<file path="src/sv/imcf_pkg.sv">
// Package for the ISP memory command framer: request codes, command opcodes
// and the frame type that passes from the frame builder to the serializer.
// No dependencies.
`default_nettype none

package imcf_pkg;

  typedef enum logic [2:0] {
    REQ_CONNECT   = 3'd0,
    REQ_RD_FLASH  = 3'd1,
    REQ_WR_FLASH  = 3'd2,
    REQ_FLUSH     = 3'd3,
    REQ_RD_EEPROM = 3'd4,
    REQ_WR_EEPROM = 3'd5
  } req_t;

  localparam logic [7:0] OP_LOAD_EXT  = 8'h4D;
  localparam logic [7:0] OP_RD_FLASH  = 8'h20;
  localparam logic [7:0] OP_WR_FLASH  = 8'h40;
  localparam logic [7:0] OP_FLUSH     = 8'h4C;
  localparam logic [7:0] OP_RD_EEPROM = 8'hA0;
  localparam logic [7:0] OP_WR_EEPROM = 8'hC0;
  localparam logic [7:0] EXT_NONE     = 8'hFF;

  localparam int unsigned FRAME_BYTES = 8;
  localparam int unsigned IDX_W       = 3;

  // Up to two 4-byte commands; byte 0 goes out first.
  typedef struct packed {
    logic [FRAME_BYTES-1:0][7:0] bytes;
    logic                        long_f;  // 8 bytes instead of 4
    logic                        cap;     // final byte carries read data
  } frame_t;

  typedef struct packed {
    logic busy;     // bytes still waiting to enter the output register
    logic at_last;  // final byte moves to the output register this cycle
  } ser_stat_t;

endpackage

`default_nettype wire

</file>
<file path="src/sv/imcf_frame_build.sv">
// Frame builder: turns one request and the stored extended address byte
// into the command bytes to send and the next extended address byte.
// Depends on imcf_pkg.
`default_nettype none

module imcf_frame_build (
  input  wire logic [2:0]     req_type,
  input  wire logic [24:0]    mem_address,
  input  wire logic [7:0]     data_byte,
  input  wire logic [7:0]     ext_cur,
  output imcf_pkg::frame_t    frame,
  output logic                has_out,
  output logic                ext_we,
  output logic [7:0]          ext_val
);

  logic [3:0][7:0] cmd;
  logic [7:0]      ext_new;
  logic [7:0]      lowbit;
  logic            is_flash;
  logic            emit_ext;
  logic            cap;

  always_comb begin
    ext_new  = mem_address[24:17];
    lowbit   = {4'b0, mem_address[0], 3'b0};
    is_flash = 1'b0;
    has_out  = 1'b1;
    cap      = 1'b0;
    cmd      = '0;
    unique case (req_type)
      imcf_pkg::REQ_RD_FLASH: begin
        is_flash = 1'b1;
        cap      = 1'b1;
        cmd[0]   = imcf_pkg::OP_RD_FLASH | lowbit;
        cmd[1]   = mem_address[16:9];
        cmd[2]   = mem_address[8:1];
      end
      imcf_pkg::REQ_WR_FLASH: begin
        is_flash = 1'b1;
        cmd[0]   = imcf_pkg::OP_WR_FLASH | lowbit;
        cmd[1]   = mem_address[16:9];
        cmd[2]   = mem_address[8:1];
        cmd[3]   = data_byte;
      end
      imcf_pkg::REQ_FLUSH: begin
        is_flash = 1'b1;
        cmd[0]   = imcf_pkg::OP_FLUSH;
        cmd[1]   = mem_address[16:9];
        cmd[2]   = mem_address[8:1];
      end
      imcf_pkg::REQ_RD_EEPROM: begin
        cap    = 1'b1;
        cmd[0] = imcf_pkg::OP_RD_EEPROM;
        cmd[1] = mem_address[15:8];
        cmd[2] = mem_address[7:0];
      end
      imcf_pkg::REQ_WR_EEPROM: begin
        cmd[0] = imcf_pkg::OP_WR_EEPROM;
        cmd[1] = mem_address[15:8];
        cmd[2] = mem_address[7:0];
        cmd[3] = data_byte;
      end
      default: begin
        has_out = 1'b0;
      end
    endcase

    emit_ext = is_flash && (ext_new != ext_cur);

    // connect stores 0xFF, so the next flash access reloads unless it targets 0xFF
    ext_we  = emit_ext || (req_type == imcf_pkg::REQ_CONNECT);
    ext_val = emit_ext ? ext_new : imcf_pkg::EXT_NONE;

    frame.cap    = cap;
    frame.long_f = emit_ext;
    if (emit_ext) begin
      frame.bytes[0] = imcf_pkg::OP_LOAD_EXT;
      frame.bytes[1] = 8'h00;
      frame.bytes[2] = ext_new;
      frame.bytes[3] = 8'h00;
      frame.bytes[4] = cmd[0];
      frame.bytes[5] = cmd[1];
      frame.bytes[6] = cmd[2];
      frame.bytes[7] = cmd[3];
    end else begin
      frame.bytes[0] = cmd[0];
      frame.bytes[1] = cmd[1];
      frame.bytes[2] = cmd[2];
      frame.bytes[3] = cmd[3];
      frame.bytes[4] = 8'h00;
      frame.bytes[5] = 8'h00;
      frame.bytes[6] = 8'h00;
      frame.bytes[7] = 8'h00;
    end
  end

endmodule

`default_nettype wire

</file>
<file path="src/sv/imcf_serializer.sv">
// Serializer: holds one frame and moves it byte by byte into the output
// register; takes the next frame as the last byte moves out.
// Depends on imcf_pkg.
`default_nettype none

module imcf_serializer (
  input  wire logic                 clk,
  input  wire logic                 rst_n,
  input  wire logic                 load,
  input  wire imcf_pkg::frame_t     frame_in,
  output imcf_pkg::ser_stat_t       stat,
  output logic                      out_valid,
  input  wire logic                 out_ready,
  output logic [7:0]                out_byte,
  output logic                      out_cap,
  output logic                      out_last
);

  imcf_pkg::frame_t                frame_r;
  logic                            busy_r, busy_nxt;
  logic [imcf_pkg::IDX_W-1:0]      idx_r, idx_nxt;
  logic                            ovalid_r, ovalid_nxt;
  logic [7:0]                      obyte_r;
  logic                            ocap_r;
  logic                            olast_r;
  logic [imcf_pkg::IDX_W-1:0]      end_idx;
  logic                            move;
  logic                            is_end;

  assign end_idx = {frame_r.long_f, 2'b11};
  assign is_end  = (idx_r == end_idx);
  assign move    = busy_r && (!ovalid_r || out_ready);

  assign stat.busy    = busy_r;
  assign stat.at_last = move && is_end;

  always_comb begin
    busy_nxt   = busy_r;
    idx_nxt    = idx_r;
    ovalid_nxt = ovalid_r && !out_ready;
    if (move) begin
      ovalid_nxt = 1'b1;
      idx_nxt    = idx_r + 1'b1;
      if (is_end) begin
        busy_nxt = 1'b0;
      end
    end
    if (load) begin
      busy_nxt = 1'b1;
      idx_nxt  = '0;
    end
  end

  always_ff @(posedge clk) begin
    if (!rst_n) begin
      busy_r   <= 1'b0;
      idx_r    <= '0;
      ovalid_r <= 1'b0;
    end else begin
      busy_r   <= busy_nxt;
      idx_r    <= idx_nxt;
      ovalid_r <= ovalid_nxt;
    end
  end

  always_ff @(posedge clk) begin
    if (load) begin
      frame_r <= frame_in;
    end
    if (move) begin
      obyte_r <= frame_r.bytes[idx_r];
      ocap_r  <= is_end && frame_r.cap;
      olast_r <= is_end;
    end
  end

  assign out_valid = ovalid_r;
  assign out_byte  = obyte_r;
  assign out_cap   = ocap_r;
  assign out_last  = olast_r;

endmodule

`default_nettype wire

</file>
<file path="src/sv/isp_memory_command_framer_unit.sv">
// ISP memory command framer top level: request channel, extended address
// byte register, frame builder and byte serializer.
// Depends on imcf_pkg, imcf_frame_build and imcf_serializer.
`default_nettype none

// Each request becomes the 4-byte serial programming command for a flash
// read, flash page-buffer write, page flush, EEPROM read or EEPROM write,
// preceded by the 4-byte load-extended-address command when a flash request
// targets a different extended address byte (address bits 24:17) than the
// stored one. Bytes leave one per cycle unless out_tready stalls them, through
// a registered output; the next request is taken in the cycle its
// predecessor's final byte enters the output register.
// Connect and unused request codes produce no bytes; connect resets the
// stored byte to 0xFF. out_tuser flags the byte whose reply is read data;
// out_tlast marks a request's final byte.
module isp_memory_command_framer_unit (
  input  wire logic        clk,
  input  wire logic        rst_n,
  input  wire logic        in_tvalid,
  output logic             in_tready,
  input  wire logic [39:0] in_tdata,   // [24:0] mem_address, [32:25] data_byte, rest 0
  input  wire logic [2:0]  in_tuser,   // [2:0] req_type
  output logic             out_tvalid,
  input  wire logic        out_tready,
  output logic [7:0]       out_tdata,  // [7:0] mosi_byte
  output logic             out_tuser,  // [0] capture_reply
  output logic             out_tlast
);

  logic [7:0]          ext_r, ext_nxt;
  imcf_pkg::frame_t    frame;
  imcf_pkg::ser_stat_t stat;
  logic                has_out;
  logic                ext_we;
  logic [7:0]          ext_val;
  logic                in_fire;

  assign in_tready = !stat.busy || stat.at_last;
  assign in_fire   = in_tvalid && in_tready;

  imcf_frame_build u_build (
    .req_type    (in_tuser),
    .mem_address (in_tdata[24:0]),
    .data_byte   (in_tdata[32:25]),
    .ext_cur     (ext_r),
    .frame       (frame),
    .has_out     (has_out),
    .ext_we      (ext_we),
    .ext_val     (ext_val)
  );

  always_comb begin
    ext_nxt = ext_r;
    if (in_fire && ext_we) begin
      ext_nxt = ext_val;
    end
  end

  always_ff @(posedge clk) begin
    if (!rst_n) begin
      ext_r <= imcf_pkg::EXT_NONE;
    end else begin
      ext_r <= ext_nxt;
    end
  end

  imcf_serializer u_ser (
    .clk       (clk),
    .rst_n     (rst_n),
    .load      (in_fire && has_out),
    .frame_in  (frame),
    .stat      (stat),
    .out_valid (out_tvalid),
    .out_ready (out_tready),
    .out_byte  (out_tdata),
    .out_cap   (out_tuser),
    .out_last  (out_tlast)
  );

  a_connect_clears_ext: assert property (@(posedge clk) disable iff (!rst_n)
    in_fire && (in_tuser == imcf_pkg::REQ_CONNECT) |=> ext_r == imcf_pkg::EXT_NONE)
    else $error("extended byte not reset by connect");

  a_ext_reload: assert property (@(posedge clk) disable iff (!rst_n)
    in_fire && has_out && frame.long_f |=> ext_r == $past(in_tdata[24:17]))
    else $error("extended byte not stored after load-extended frame");

  a_cap_on_last: assert property (@(posedge clk) disable iff (!rst_n)
    out_tvalid && out_tuser |-> out_tlast)
    else $error("read capture flagged on a non-final byte");

  a_no_overrun: assert property (@(posedge clk) disable iff (!rst_n)
    stat.busy && !stat.at_last |-> !in_tready)
    else $error("request taken while a frame is still being sent");

endmodule

`default_nettype wire
</file>
<file path="config.mk">
export PLATFORM = sky130hd
export DESIGN_NAME = isp_memory_command_framer_unit
export DESIGN_NICKNAME = d
export VERILOG_FILES = /design/src/sv/imcf_pkg.sv /design/src/sv/imcf_frame_build.sv /design/src/sv/imcf_serializer.sv /design/src/sv/isp_memory_command_framer_unit.sv
export SDC_FILE = /design/constraint.sdc
export NUM_CORES = 1
export LEC_CHECK = 0
export ABC_CLOCK_PERIOD_IN_PS = 11800
export BUFFER_PORTS_ARGS = -buffer_cell sky130_fd_sc_hd__buf_2
export CAP_MARGIN = 20
export CORE_MARGIN = 2
export CORE_UTILIZATION = 40
export CTS_CLUSTER_SIZE = 28
export DETAILED_ROUTE_END_ITERATION = 8
export GPL_ROUTABILITY_DRIVEN = 0
export PLACE_DENSITY = 0.67
export REMOVE_ABC_BUFFERS = 1
export SYNTH_ARGS = -nofsm -noshare
export SYNTH_HDL_FRONTEND = slang
export SYNTH_SLANG_ARGS = --single-unit
</file>
<file path="constraint.sdc">
create_clock -name clk -period 11.8 [get_ports clk]
set_input_delay 0.59 -clock clk [delete_from_list [all_inputs] [get_ports clk]]
set_output_delay 0.59 -clock clk [all_outputs]
set_load 0.05 [all_outputs]
</file>
==> impl_metrics.toml, run 1 <==
[setup_path]
required_ns = 11.21
crit_path_top_delay_cell = "dfxtp_1"
cp.arrival_ns = 2.34
cpPeakStageDelay_ns = 0.90
crit_buf_inv = 2
path_max_fanout = 14
crit_path_end_kind = "output port"
path_cells = "xnor2_2 > a31oi_1 > inv_1 > buf_2"
critPathTopFamily = "flip-flops"
start_kind = "flip-flop"
path_class = "flip-flop to output port"

[global_route]
overflow = 0
grt_pass1_vias = 2375
grt_max_degree = 62
grt_pass1_wl_um = 12700
grt_usage = 0.165
antenna_found_initial = 0

[synthesis]
avgSynthCellArea_um2 = 13.9
synth_top_area_share = 0.545
ys_seq_elements = 84
yosys_warnings = 0
syn_area_mm2 = 0.00391
yosys_most_used_dff = "edfxtp_1"
synth_edf_count = 71
synth_largest_area_cell = "edfxtp_1"
synth_cells = 281
synthTopCellsByArea = "edfxtp_1, mux4_2, dfxtp_1"
synth_cell_types = 41
ys_seq_area_frac = 0.611
synthArstFlopShare = 0

[sta]
setup-tns-final_ns = 0
setup-violations-final = 0
slew_headroom = 0.412
layout_worst_path_cycle_share = 0.249
whs_ns = 0.520
finClkSkew_ns = 0.0114
rsz0062_at_grt = "no"
drv_slew = 0
max_freq_ghz = 0.341
worst_pin_slew_ns = 0.880
finalHoldViolCount = 0
period_minus_slack_ns = 2.93

[power_and_ir_drop]
power_density_mw_per_mm2 = 138
peakVddDrop_uv = 54.4
power_leakage_uw = 0.00164

[clock_network]
clk_latency_ns = 0.36
cts_sinks = 84
cts_tree = "done"
clock-root-buffer = "clkbuf_8"
post_cts_resized = 0
htreeDepth = 3
cts_setup_buffers = 0
clk_pin_slew_ns = 0.08
cts_buffers = 9
ctsHoldBuffers = 0
cts_buffer_depth = 2

[die]
dieArea_mm2 = 0.0106
ios = 59
rows = 36
initial_core_util = 0.406
fp.dieW_um = 103
die-height_um = 103
core_mm2 = 0.00964

[layout]
multi_input_area_mm2 = 0.00143
layout-drive-gt1-share = 0.304
fillerInstances = 893
instances_no_fill = 465
area_delta_synth_final_pct = 14.4
nNetsFinal = 376
seqCellArea_mm2 = 0.00239
diodes = 0

[placed_design]
dp_hpwl_um = 5220
numPortBuffers = 51
dp_cells = 449

[routing]
routed-via-count = 2470
drtIter0Drc = 98
wire_per_inst_um = 17.4
dr.pass1.iters = 6
ant_nets = 0
drc = 0
via_per_inst = 5.31
routed_wl_um = 8090

[hold_path]
hold_path_class = "primary input to flip-flop"

[flow_run]
cap_violations = 0

[status]
status = "completed"
synthesized netlist by cell type (2+ instances only):
library cell and n:
a21boi_0 2, and3_1 17, a21oi_1 4, and4_1 2, nor2b_1 2, o32a_1 8, nand3_1 2, mux2_1 2
inv_1 4, edfxtp_1 71, nand4_1 2, xnor2_1 9, xor2_1 2, dfxtp_1 13, mux2_2 12, a22oi_1 9
clkbuf_1 14, and2_1 17, a22o_1 8, nor3_1 3, o21ai_0 8, buf_2 6, nand2b_1 13, mux4_2 13
nor2_1 14, nand2_1 8, mux2i_1 2
cell families (layout without fill, tap and decap cells):
| logic type | Yosys count | in the layout | share of synthesized area |
|---|---|---|---|
| buffers and inverters | 25 | 76 | 0.0259 |
| multiplexers | 29 | 29 | 0.120 |
| other | 1 | 1 | 0.000958 |
| AO/OA/AOI/OAI | 46 | 46 | 0.0902 |
| XOR/XNOR | 12 | 12 | 0.0288 |
| AND/OR/NAND/NOR | 83 | 83 | 0.119 |
| adder cells (fa/ha/maj) | 1 | 1 | 0.00320 |
| flip-flops | 84 | 84 | 0.611 |
final cells by class:
type / count / share of cell area
multi-input combinational: 172 / 0.319
tap: 133 / 0.0372
clock inverter: 6 / 0.0126
timing repair buffer: 56 / 0.0654
inverter: 5 / 0.00419
clock buffer: 9 / 0.0277
sequential: 84 / 0.534
placed cells by master, fill, tap and decap left out, types with 3 or more instances in the layout:
master / synthesis / layout
dfxtp_1: 13 / 13
buf_2: 6 / 51
a22o_1: 8 / 8
xnor2_1: 9 / 9
mux4_2: 13 / 13
nand2_1: 8 / 8
nand2b_1: 13 / 13
nor3_1: 3 / 3
clkbuf_8: 0 / 9
edfxtp_1: 71 / 71
o21ai_0: 8 / 8
and2_1: 17 / 17
nor2_1: 14 / 13
o32a_1: 8 / 8
a21oi_1: 4 / 4
and3_1: 17 / 17
buf_4: 0 / 5
clkinv_2: 0 / 3
a22oi_1: 9 / 9
inv_1: 4 / 4
mux2_2: 12 / 12
per-stage QoR:
| step | area (um^2) | setup slack (ns) | power (uW) | utilization |
|---|---|---|---|---|
| after CTS | 4470 | 8.83 | 620 | 0.464 |
| after global placement | 4290 | 9.06 | 427 | 0.445 |
| final | 4480 | 8.87 | 617 | 0.464 |
| after floorplan | 3830 | 7.22 | 401 | - |
| after global routing | 4480 | 8.65 | 641 | 0.464 |
| after detailed placement | 4290 | 9.00 | 429 | 0.445 |
sequential cells by signal (all words and copies together), names as in the netlist:
signal / cells
u_ser.out_valid: 1
u_ser.out_byte: 8
ext_r: 8
u_ser.out_cap: 1
u_ser.frame_r: 60
u_ser.out_last: 1
u_ser.end_idx: 1
u_ser.idx_r: 3
u_ser.busy_r: 1
power by group:
part	internal (uW)	leakage [uW]	switching (uW)
logic	30.4	0.000755	47.2
registers	340	0.000793	4.60
clock network	94.7	0.0000923	100
path summary, 6_finish.rpt:
path                  start                 to  slack, ns  cells after the start
min reg2reg    u_ser.busy_r     u_ser.idx_r[1]       0.53                      2
max          u_ser.idx_r[2]          in_tready       8.87                      4
min            in_tdata[20]           ext_r[3]       0.52                      2
max reg2reg  u_ser.idx_r[1]  u_ser.frame_r[37]       9.17                      4
layer usage:
layer  vias up  global-route usage  wire length [um]  part of all wire
li1       1163                   -                 -                 -
met4         0              0.0698               138             0.017
met3        12              0.0251               481             0.059
met2        77               0.262              3850              0.48
met1      1218               0.227              3620              0.45
met5         -                   0                 0                 0
No activity file was read; power rests on OpenSTA's default activity.
==> run 2, diff against run 1 <==
--- a/config.mk
+++ b/config.mk
@@ -5,7 +5,7 @@
 export SDC_FILE = /design/constraint.sdc
 export NUM_CORES = 1
 export LEC_CHECK = 0
-export ABC_CLOCK_PERIOD_IN_PS = 11800
+export ABC_CLOCK_PERIOD_IN_PS = 2430
 export BUFFER_PORTS_ARGS = -buffer_cell sky130_fd_sc_hd__buf_2
 export CAP_MARGIN = 20
 export CORE_MARGIN = 2
@@ -13,7 +13,7 @@
 export CTS_CLUSTER_SIZE = 28
 export DETAILED_ROUTE_END_ITERATION = 8
 export GPL_ROUTABILITY_DRIVEN = 0
-export PLACE_DENSITY = 0.67
+export PLACE_DENSITY = 0.7
 export REMOVE_ABC_BUFFERS = 1
 export SYNTH_ARGS = -nofsm -noshare
 export SYNTH_HDL_FRONTEND = slang
==> constraint.sdc (replaced) <==
create_clock -name clk -period 2.43 [get_ports clk]
set_input_delay 0.1215 -clock clk [delete_from_list [all_inputs] [get_ports clk]]
set_output_delay 0.1215 -clock clk [all_outputs]
set_load 0.05 [all_outputs]
==> impl_metrics.toml, run 2 (synthesis results as in run 1) <==
[status]
status = "completed"

[layout]
final_common_cell = "edfxtp_1"
layout-drive-gt1-share = 0.307
nNetsFinal = 379
design_area_mm2 = 0.00455
fillerInstances = 890
diodes = 0
area_delta_synth_final_pct = 16.3
mostFrequentLayoutCells = "edfxtp_1, buf_2, and2_1, and3_1"
largest-register = "u_ser.frame_r"
largest_reg_flops = 60
final_util = 0.472

[clock_network]
post_cts_resized = 0
clock-root-buffer = "clkbuf_8"
clk_latency_ns = 0.36
cts_sinks = 84
htreeDepth = 3
cts_buffers = 9
clk_pin_slew_ns = 0.09
ctsHoldBuffers = 0
cts_tree = "done"
cts_setup_buffers = 0
cts_buffer_depth = 2

[die]
dieArea_mm2 = 0.0106
fp.dieW_um = 103
rows = 36
initial_core_util = 0.406
ios = 59
die-height_um = 103
core_mm2 = 0.00964

[setup_path]
path_class = "flip-flop to flip-flop"
crit_path_top_delay_cell = "o21ai_2"
crit_buf_inv = 1
cpPeakStageDelay_ns = 0.53
cp.arrival_ns = 2.34
start_kind = "flip-flop"
required_ns = 2.55
path_max_fanout = 35
crit_path_end_kind = "flip-flop"
path_cells = "xnor2_1 > nand4_1 > o21ai_2 > inv_2 > and3_1"
critPathTopFamily = "compound AO/OA/AOI/OAI gates"
r2r_slack_ns = 0.20

[routing]
routed_wl_um = 8300
dr.pass1.iters = 4
wire_per_inst_um = 17.7
ant_nets = 0
via_per_inst = 5.34
routed-via-count = 2504
drc = 0
drtIter0Drc = 226

[power_and_ir_drop]
swShare = 0.238
net-switching-power_uw = 742
peakVddDrop_uv = 249
power_uw = 3120
power_density_mw_per_mm2 = 686
pwr-share-seq = 0.535
p_comb_frac = 0.124
power_frac_clock = 0.341
power_leakage_uw = 0.00167
p_int_uw = 2380

[sta]
worst_pin_slew_ns = 0.614
setup-violations-final = 0
finalHoldViolCount = 0
layout_worst_path_cycle_share = 0.916
finClkSkew_ns = 0.0142
max_freq_ghz = 0.449
period_minus_slack_ns = 2.23
slew_headroom = 0.591
drv_slew = 0
rsz0062_at_grt = "no"

[placed_design]
dpl_cell_area_mm2 = 0.00434
numPortBuffers = 51
dp_hpwl_um = 5530

[global_route]
grt_pass1_wl_um = 12800
grt_pass1_vias = 2366
overflow = 0
grt_usage = 0.165
antenna_found_initial = 0
grt_max_degree = 62

[flow_run]
cap_violations = 0

[hold_path]
hold_path_class = "primary input to flip-flop"
-- run 2: power groups by stage --
| stage | sequential (uW) | clock, uW | combinational (uW) |
|---|---|---|---|
| floorplan | 1750 | 0 | 195 |
| global placement | 1700 | 0 | 382 |
| detailed placement | 1700 | 0 | 389 |
| CTS | 1670 | 1090 | 391 |
| global route | 1680 | 1150 | 421 |
| finish | 1670 | 1060 | 387 |
-- run 2: layout make-up --
cell class                      instances  area, um^2  area share
Sequential cell                        84        2390       0.526
Multi-Input combinational cell        172        1430       0.313
Clock inverter                          5        76.3      0.0168
Timing Repair Buffer                   59         340      0.0748
Tap cell                              133         166      0.0366
Inverter                                5        18.8     0.00412
Clock buffer                           11         131      0.0289
-- run 2: layer usage --
layer | vias to the layer above | share of wire | GRT usage
met5 | - | 0 | 0
met4 | 0 | 0.014 | 0.0516
met3 | 12 | 0.049 | 0.0380
met2 | 71 | 0.48 | 0.255
met1 | 1246 | 0.45 | 0.234
li1 | 1175 | - | -
-- run 2: final timing paths --
| path | from | cells past startpoint | end |
|---|---|---|---|
| worst max-delay path | ext_r[0] | 5 | u_ser.frame_r[58] |
| worst min register to register | u_ser.busy_r | 2 | u_ser.idx_r[1] |
| worst min-delay path | in_tdata[18] | 2 | ext_r[1] |
| worst max register to register | ext_r[0] | 5 | u_ser.frame_r[58] |
-- run 2: stage by stage --
step	setup WS (ns)	TNS, ns	std cells	hold WS, ns
floorplan	-1.91	-116.37	261	0.275
global placement	0.265	0	453	0.413
detailed placement	0.265	0	453	0.420
CTS	0.219	0	469	0.0348
global route	0.0916	0	469	0.0416
finish	0.203	0	469	0.0443
